$ cat config.mk
export PLATFORM = sky130hd
export DESIGN_NAME = ble_adv_beacon_filter_top
export DESIGN_NICKNAME = d
export VERILOG_FILES = /design/src/rtl/bab_pkg.sv /design/src/rtl/bab_parser.sv /design/src/rtl/ble_adv_beacon_filter_top.sv
export SDC_FILE = /design/constraint.sdc
export NUM_CORES = 1
export LEC_CHECK = 0
export ABC_AREA = 1
export BUFFER_PORTS_ARGS = -buffer_cell sky130_fd_sc_hd__buf_2
export CORE_ASPECT_RATIO = 1.75
export CORE_MARGIN = 2
export CORE_UTILIZATION = 60
export DETAILED_ROUTE_END_ITERATION = 8
export PLACE_DENSITY = 0.85
export SLEW_MARGIN = 20
export SYNTH_ARGS = -nofsm -noshare
export SYNTH_HDL_FRONTEND = slang
export SYNTH_SLANG_ARGS = --single-unit
$ cat constraint.sdc
create_clock -name aclk -period 3.3 [get_ports aclk]
set_input_delay 0.165 -clock aclk [delete_from_list [all_inputs] [get_ports aclk]]
set_output_delay 0.165 -clock aclk [all_outputs]
set_load 0.005 [all_outputs]
$ cat src/rtl/bab_pkg.sv
`default_nettype none

package bab_pkg;

    localparam int unsigned CFG_INDEX_W = 8;
    localparam int unsigned CFG_DATA_W  = 16;

    localparam logic [CFG_INDEX_W-1:0] CFG_BEACON_LEN  = 8'd0;
    localparam logic [CFG_INDEX_W-1:0] CFG_DATA_TYPE   = 8'd1;
    localparam logic [CFG_INDEX_W-1:0] CFG_COMPANY_ID  = 8'd2;
    localparam logic [CFG_INDEX_W-1:0] CFG_BEACON_TYPE = 8'd3;

    localparam logic [5:0]  RST_BEACON_LEN  = 6'd26;
    localparam logic [7:0]  RST_DATA_TYPE   = 8'hff;
    localparam logic [15:0] RST_COMPANY_ID  = 16'h004c;
    localparam logic [7:0]  RST_BEACON_TYPE = 8'h02;

    localparam logic [7:0] MIN_BEACON_LEN = 8'd4;

    typedef logic [1:0] cmp_step_t;

    localparam cmp_step_t STEP_DATA_TYPE   = 2'd0;
    localparam cmp_step_t STEP_COMPANY_LO  = 2'd1;
    localparam cmp_step_t STEP_COMPANY_HI  = 2'd2;
    localparam cmp_step_t STEP_BEACON_TYPE = 2'd3;

    typedef struct packed {
        logic [5:0]  beacon_field_length;
        logic [7:0]  data_type;
        logic [15:0] company_id;
        logic [7:0]  beacon_type;
    } cfg_t;

    typedef struct packed {
        logic found;
        logic corrupt;
    } verdict_t;

    function automatic logic [7:0] expected_byte(input cfg_t cfg, input cmp_step_t step);
        logic [7:0] val;
        val = cfg.beacon_type;
        case (step)
            STEP_DATA_TYPE:   val = cfg.data_type;
            STEP_COMPANY_LO:  val = cfg.company_id[7:0];
            STEP_COMPANY_HI:  val = cfg.company_id[15:8];
            default:          val = cfg.beacon_type;
        endcase
        return val;
    endfunction

endpackage

`default_nettype wire

$ cat src/rtl/bab_parser.sv
`default_nettype none

module bab_parser #(
    parameter int unsigned PACKET_BYTES  = 40,
    parameter int unsigned DATA_START    = 9,
    parameter int unsigned MAX_FIELD_LEN = 39
) (
    input  wire logic            aclk,
    input  wire logic            aresetn,
    input  wire logic            step_en,
    input  wire logic [7:0]      pdu_byte,
    input  wire logic            last_byte,
    input  wire bab_pkg::cfg_t   cfg,
    output bab_pkg::verdict_t    verdict
);

    localparam int unsigned POS_W = $clog2(PACKET_BYTES + 1);
    localparam int unsigned NFS_W = $clog2(PACKET_BYTES + MAX_FIELD_LEN + 1);
    localparam int unsigned SUM_W = ((NFS_W > 8) ? NFS_W : 8) + 1;

    logic [POS_W-1:0]   pos_reg, pos_next;
    logic [NFS_W-1:0]   nfs_reg, nfs_next;
    bab_pkg::cmp_step_t cmp_reg, cmp_next;
    logic               cand_reg, cand_next;
    logic               decided_reg, decided_next;
    logic               found_reg, found_next;
    logic               corrupt_reg, corrupt_next;

    logic               in_window;
    logic [SUM_W-1:0]   field_end;

    assign in_window = (pos_reg < POS_W'(PACKET_BYTES));
    assign field_end = SUM_W'(pos_reg) + SUM_W'(pdu_byte) + SUM_W'(1);

    always_comb begin
        pos_next     = pos_reg;
        nfs_next     = nfs_reg;
        cmp_next     = cmp_reg;
        cand_next    = cand_reg;
        decided_next = decided_reg;
        found_next   = found_reg;
        corrupt_next = corrupt_reg;
        if (!decided_reg && in_window) begin
            if (cand_reg) begin
                if (pdu_byte != bab_pkg::expected_byte(cfg, cmp_reg)) begin
                    cand_next = 1'b0;
                end else if (cmp_reg == bab_pkg::STEP_BEACON_TYPE) begin
                    cand_next    = 1'b0;
                    found_next   = 1'b1;
                    decided_next = 1'b1;
                end else begin
                    cmp_next = cmp_reg + bab_pkg::cmp_step_t'(1);
                end
            end else if (NFS_W'(pos_reg) == nfs_reg) begin
                if (pdu_byte > 8'(MAX_FIELD_LEN)) begin
                    corrupt_next = 1'b1;
                    decided_next = 1'b1;
                end else begin
                    if ((pdu_byte == 8'(cfg.beacon_field_length))
                        && (pdu_byte >= bab_pkg::MIN_BEACON_LEN)) begin
                        cand_next = 1'b1;
                        cmp_next  = bab_pkg::STEP_DATA_TYPE;
                    end
                    nfs_next = field_end[NFS_W-1:0];
                end
            end
        end
        if (in_window) begin
            pos_next = pos_reg + POS_W'(1);
        end
    end

    assign verdict.found   = found_next;
    assign verdict.corrupt = corrupt_next;

    always_ff @(posedge aclk) begin
        if (!aresetn || (step_en && last_byte)) begin
            pos_reg     <= '0;
            nfs_reg     <= NFS_W'(DATA_START);
            cmp_reg     <= bab_pkg::STEP_DATA_TYPE;
            cand_reg    <= 1'b0;
            decided_reg <= 1'b0;
            found_reg   <= 1'b0;
            corrupt_reg <= 1'b0;
        end else if (step_en) begin
            pos_reg     <= pos_next;
            nfs_reg     <= nfs_next;
            cmp_reg     <= cmp_next;
            cand_reg    <= cand_next;
            decided_reg <= decided_next;
            found_reg   <= found_next;
            corrupt_reg <= corrupt_next;
        end
    end

    a_flags_exclusive: assert property (@(posedge aclk) disable iff (!aresetn)
        !(found_reg && corrupt_reg))
        else $error("found and corrupt both set");

    a_cand_undecided: assert property (@(posedge aclk) disable iff (!aresetn)
        cand_reg |-> !decided_reg)
        else $error("candidate open after a decision");

    a_decided_flags: assert property (@(posedge aclk) disable iff (!aresetn)
        decided_reg == (found_reg || corrupt_reg))
        else $error("decision state disagrees with flags");

    a_packet_clear: assert property (@(posedge aclk) disable iff (!aresetn)
        (step_en && last_byte) |=> (pos_reg == '0 && !decided_reg && !cand_reg))
        else $error("walk state not cleared after last byte");

endmodule

`default_nettype wire

$ cat src/rtl/ble_adv_beacon_filter_top.sv
// Latency: a verdict word appears at the clock edge after the last byte is accepted,
// or later while an earlier verdict word waits in the verdict register.
// Throughput: one byte per cycle whenever the verdict register is free; the input register feeds the
// walk logic and the verdict register, which advance together.
// Reset (aresetn low, synchronous) empties both registers, clears the walk state and
// restores the match registers to their defaults.
`default_nettype none

module ble_adv_beacon_filter_top #(
    parameter int unsigned PACKET_BYTES  = 40,
    parameter int unsigned DATA_START    = 9,
    parameter int unsigned MAX_FIELD_LEN = 39
) (
    input  wire logic                              aclk,
    input  wire logic                              aresetn,
    input  wire logic                              s_tvalid,
    output logic                                   s_tready,
    input  wire logic [7:0]                        s_tdata,   // [7:0] pdu_byte
    input  wire logic                              s_tlast,
    output logic                                   m_tvalid,
    input  wire logic                              m_tready,
    output logic [7:0]                             m_tdata,   // [0] beacon_found, [1] length_corrupt
    input  wire logic                              cfg_valid,
    output logic                                   cfg_ready,
    input  wire logic [bab_pkg::CFG_INDEX_W-1:0]   cfg_index,
    input  wire logic [bab_pkg::CFG_DATA_W-1:0]    cfg_data
);

    bab_pkg::cfg_t     cfg_reg;
    logic              in_valid_reg;
    logic [7:0]        in_byte_reg;
    logic              in_last_reg;
    logic              out_valid_reg;
    bab_pkg::verdict_t out_reg;
    bab_pkg::verdict_t verdict;
    logic              advance;

    assign cfg_ready = 1'b1;
    assign advance   = in_valid_reg && (!out_valid_reg || m_tready);
    assign s_tready  = !in_valid_reg || advance;

    always_ff @(posedge aclk) begin
        if (!aresetn) begin
            cfg_reg.beacon_field_length <= bab_pkg::RST_BEACON_LEN;
            cfg_reg.data_type           <= bab_pkg::RST_DATA_TYPE;
            cfg_reg.company_id          <= bab_pkg::RST_COMPANY_ID;
            cfg_reg.beacon_type         <= bab_pkg::RST_BEACON_TYPE;
        end else if (cfg_valid) begin
            unique case (cfg_index)
                bab_pkg::CFG_BEACON_LEN:  cfg_reg.beacon_field_length <= cfg_data[5:0];
                bab_pkg::CFG_DATA_TYPE:   cfg_reg.data_type           <= cfg_data[7:0];
                bab_pkg::CFG_COMPANY_ID:  cfg_reg.company_id          <= cfg_data;
                bab_pkg::CFG_BEACON_TYPE: cfg_reg.beacon_type         <= cfg_data[7:0];
                default: begin
                end
            endcase
        end
    end

    always_ff @(posedge aclk) begin
        if (!aresetn) begin
            in_valid_reg <= 1'b0;
        end else if (s_tready) begin
            in_valid_reg <= s_tvalid;
        end
    end

    always_ff @(posedge aclk) begin
        if (s_tvalid && s_tready) begin
            in_byte_reg <= s_tdata;
            in_last_reg <= s_tlast;
        end
    end

    bab_parser #(
        .PACKET_BYTES  (PACKET_BYTES),
        .DATA_START    (DATA_START),
        .MAX_FIELD_LEN (MAX_FIELD_LEN)
    ) u_parser (
        .aclk      (aclk),
        .aresetn   (aresetn),
        .step_en   (advance),
        .pdu_byte  (in_byte_reg),
        .last_byte (in_last_reg),
        .cfg       (cfg_reg),
        .verdict   (verdict)
    );

    always_ff @(posedge aclk) begin
        if (!aresetn) begin
            out_valid_reg <= 1'b0;
        end else if (advance) begin
            out_valid_reg <= in_last_reg;
        end else if (m_tready) begin
            out_valid_reg <= 1'b0;
        end
    end

    always_ff @(posedge aclk) begin
        if (advance && in_last_reg) begin
            out_reg <= verdict;
        end
    end

    assign m_tvalid = out_valid_reg;
    assign m_tdata  = {6'b0, out_reg.corrupt, out_reg.found};

    a_in_hold: assert property (@(posedge aclk) disable iff (!aresetn)
        (in_valid_reg && !advance) |=> in_valid_reg)
        else $error("input word dropped while stalled");

    a_out_exclusive: assert property (@(posedge aclk) disable iff (!aresetn)
        out_valid_reg |-> !(out_reg.found && out_reg.corrupt))
        else $error("verdict reports found and corrupt together");

    a_verdict_load: assert property (@(posedge aclk) disable iff (!aresetn)
        (advance && in_last_reg) |=> out_valid_reg)
        else $error("verdict word not presented after last byte");

endmodule

`default_nettype wire
==> results.json <==
{
  "ant_nets": 0,
  "dieArea_um2": 6710,
  "hold_class": "input pin to flip-flop",
  "start_util_pct": 61.8,
  "cp.required_ns": 3.58,
  "layout_min_cycle_time_ns": 2.15,
  "critPathBufInv": 2,
  "grt-ovfl-total": 0,
  "wirelength_mm": 8.13,
  "core-area_um2": 5880,
  "synth_cell_types": 41,
  "cts_tree": "yes",
  "setup-tns-final_ns": 0,
  "cts_setup_buffers": 0,
  "rsz0062_at_grt": "false",
  "io_buffers": 41,
  "ctsHtreeMaxLevel": 3,
  "cts_inserted_buffers": 9,
  "drv_cap": 0,
  "rows": 37,
  "hold_violations": 0,
  "track_usage_pct": 26.5,
  "clk_root_buffer_cell": "clkbuf_8",
  "syn_to_final_growth_pct": 13.5,
  "cellLeakagePower_nw": 1.92,
  "wl_per_cell_um": 13.4,
  "p_sw_mw": 0.406,
  "pwr-share-clk_pct": 41.8,
  "slew_headroom_pct": 58.1,
  "critPathSlowestCell": "ha_1",
  "crit_family": "simple AND/OR/NAND/NOR gates",
  "place_area_um2": 3810,
  "first_pass_iters": 4,
  "dieHeight_um": 107,
  "grt_pass1_wl_mm": 13.8,
  "setup_viol": 0,
  "total_power_mw": 1.77,
  "multi_input_area_um2": 1780,
  "hpwlAfterDp_mm": 6.10,
  "grt_pass1_vias": 3176,
  "place.gp.congestion": 0.869,
  "ioPinCount": 49,
  "diodes": 0,
  "outcome": "completed",
  "synth_area_per_cell_um2": 7.56,
  "tightestPinTransition_ns": 0.628,
  "peakVddDrop_v": 0.000326,
  "syn_area_um2": 3630,
  "arrival_ns": 2.43,
  "final_nets": 574,
  "drv_slew": 0,
  "vias_per_cell": 5.34,
  "crit_path_start_kind": "flip-flop",
  "path_cells": "ha_1, inv_2, or2_1, nand2_1, nand2_1, nand2_1, nand2_2, nor2_4, nand2_1, nand2_2, nand3_1, nand2_1, inv_1, nor2_1",
  "worstSetupPathType": "flip-flop to flip-flop",
  "crit_path_max_incr_delay_ns": 0.43,
  "routed-via-count": 3241,
  "worstSkewPairLatency_ns": 0.35,
  "crit_top_cell": "nand2_1",
  "seq_power_share_pct": 50.6,
  "drc": 0,
  "synth_cells": 480,
  "skew_ns": 0.0132,
  "drtIter0Drc": 133,
  "largest_register_ffs": 38,
  "fillers": 519,
  "timing.fmax_mhz": 466,
  "yosysWarnings": 0,
  "clkSinkCount": 70,
  "ys_seq_area_share_pct": 41.6,
  "clk_pin_slew_ns": 0.08,
  "antenna_found_initial": 0,
  "power.density_nw_per_um2": 428,
  "die_w_um": 62.8,
  "combinationalPowerShare_pct": 7.6,
  "fin_area_um2": 4120,
  "crit_fanout": 14,
  "clock_path_buffers": 2,
  "worstSetupEndpointType": "flip-flop",
  "cts_resized": 0,
  "grt_max_degree": 42,
  "drive_above_1_share_pct": 14.7,
  "register_area_um2": 1510,
  "swShare_pct": 23.0,
  "internal_power_mw": 1.36,
  "synth-seq-cells": 70,
  "post-route-period-util_pct": 65.0
}
metrics by stage:
| step | setup WS, ns | hold slack, ns | utilization (%) | cells |
|---|---|---|---|---|
| global route | 0.903 | 0.0561 | 70.1 | 607 |
| global placement | 1.29 | 0.341 | 64.8 | 582 |
| floorplan | 1.57 | 0.264 | - | 485 |
| detailed placement | 1.17 | 0.343 | 64.8 | 582 |
| finish | 1.15 | 0.0470 | 70.1 | 607 |
| CTS | 1.14 | 0.00101 | 70.0 | 606 |
final timing paths:
check	from	to	slack [ns]	cells after the start
setup / recovery	u_parser.cmp_reg[0]	u_parser.cmp_reg[1]	1.15	14
hold / removal	cfg_data[12]	cfg_reg[20]	0.05	3
setup reg to reg	u_parser.cmp_reg[0]	u_parser.cmp_reg[1]	1.15	14
hold reg to reg	u_parser.nfs_reg[6]	u_parser.nfs_reg[6]	0.47	2
final cells by class:
class | count | share of cell area, %
Tap cell | 78 | 2.37
Clock buffer | 15 | 5.31
Inverter | 56 | 5.22
Multi-Input combinational cell | 337 | 43.2
Sequential cell | 70 | 36.7
Clock inverter | 1 | 0.121
Timing Repair Buffer | 50 | 7.16
cells in the mapped netlist:
cell | n | share of area, %
dfxtp_1 | 59 | 33
clkbuf_1 | 6 | 0.62
nor2_2 | 2 | 0.34
o21ai_1 | 13 | 1.8
edfxtp_1 | 11 | 9.1
nor2_8 | 2 | 1.1
nor4_4 | 1 | 0.59
clkinv_1 | 2 | 0.21
a21oi_1 | 35 | 4.8
inv_4 | 2 | 0.34
fa_1 | 1 | 0.55
o21ai_0 | 29 | 4.0
xnor2_1 | 3 | 0.72
buf_2 | 4 | 0.55
nand3_4 | 1 | 0.48
nand3b_1 | 2 | 0.41
a31oi_1 | 3 | 0.52
inv_2 | 5 | 0.52
or2_1 | 4 | 0.69
o211ai_1 | 15 | 3.1
nand3_2 | 1 | 0.28
nand4_1 | 6 | 1.0
ha_1 | 11 | 3.8
conb_1 | 2 | 0.21
xor2_1 | 3 | 0.72
nor3_2 | 1 | 0.28
or2_0 | 2 | 0.34
nor2_1 | 36 | 3.7
nand2_2 | 3 | 0.52
nor3b_1 | 1 | 0.21
nor2_4 | 3 | 0.93
nand2_1 | 116 | 12
nor3_1 | 3 | 0.41
buf_4 | 9 | 1.9
buf_6 | 3 | 0.93
a211oi_1 | 2 | 0.41
a21boi_0 | 1 | 0.21
o22ai_1 | 2 | 0.34
a21oi_2 | 1 | 0.24
nand3_1 | 27 | 3.7
inv_1 | 47 | 4.9
cell families after synthesis:
family	after synthesis	synth area share, %
xor gates and xnor gates	6	1.45
DFF	70	41.6
AOI/OAI and AO/OA	101	15.4
adders and majority gates	12	4.34
other	2	0.207
and+or+nand+nor	211	27.1
buffers and inverters	78	9.89
routing by layer:
metal  routed length, um  up-vias  global-route usage, %  share of wire [%]
met5                   0        -                      0                  0
met4                 413        0                   18.3                5.1
met3                 276       33                   4.93                3.4
met2                4400       78                   48.0                 54
met1                3030     1478                   27.1                 37
li1                    -     1652                      -                  -
worst reg2reg max path, cell delays in order, from the launching register on:
cell	delay, ns
dfxtp_1	0.37
ha_1	0.43
inv_2	0.20
or2_1	0.26
nand2_1	0.07
nand2_1	0.05
nand2_1	0.07
nand2_2	0.07
nor2_4	0.12
nand2_1	0.07
nand2_2	0.08
nand3_1	0.09
nand2_1	0.08
inv_1	0.04
nor2_1	0.09
power by group through the flow:
stage                     Combinational, mW  Sequential (mW)  Clock [mW]
after floorplan                      0.0908            0.906           0
after global placement                0.121            0.912           0
after detailed placement              0.124            0.912           0
after CTS                             0.133            0.893       0.748
after global routing                  0.151            0.894       0.779
final                                 0.134            0.893       0.738
layout by cell type, fill, tap and decap left out, types with 12 or more instances in the layout:
master and n:
nor2_1 36, nand2_1 116, inv_1 47, o211ai_1 15, o21ai_1 13, nand3_1 27
dfxtp_1 59, buf_2 41, clkbuf_8 12, a21oi_1 35, o21ai_0 29
repair_timing:
item,CTS,global route
endpoints found under the hold margin,8,1
endpoints found under the setup margin,0,0
hold buffers,8,1
Note: power is estimated with default switching activity, not from simulation.
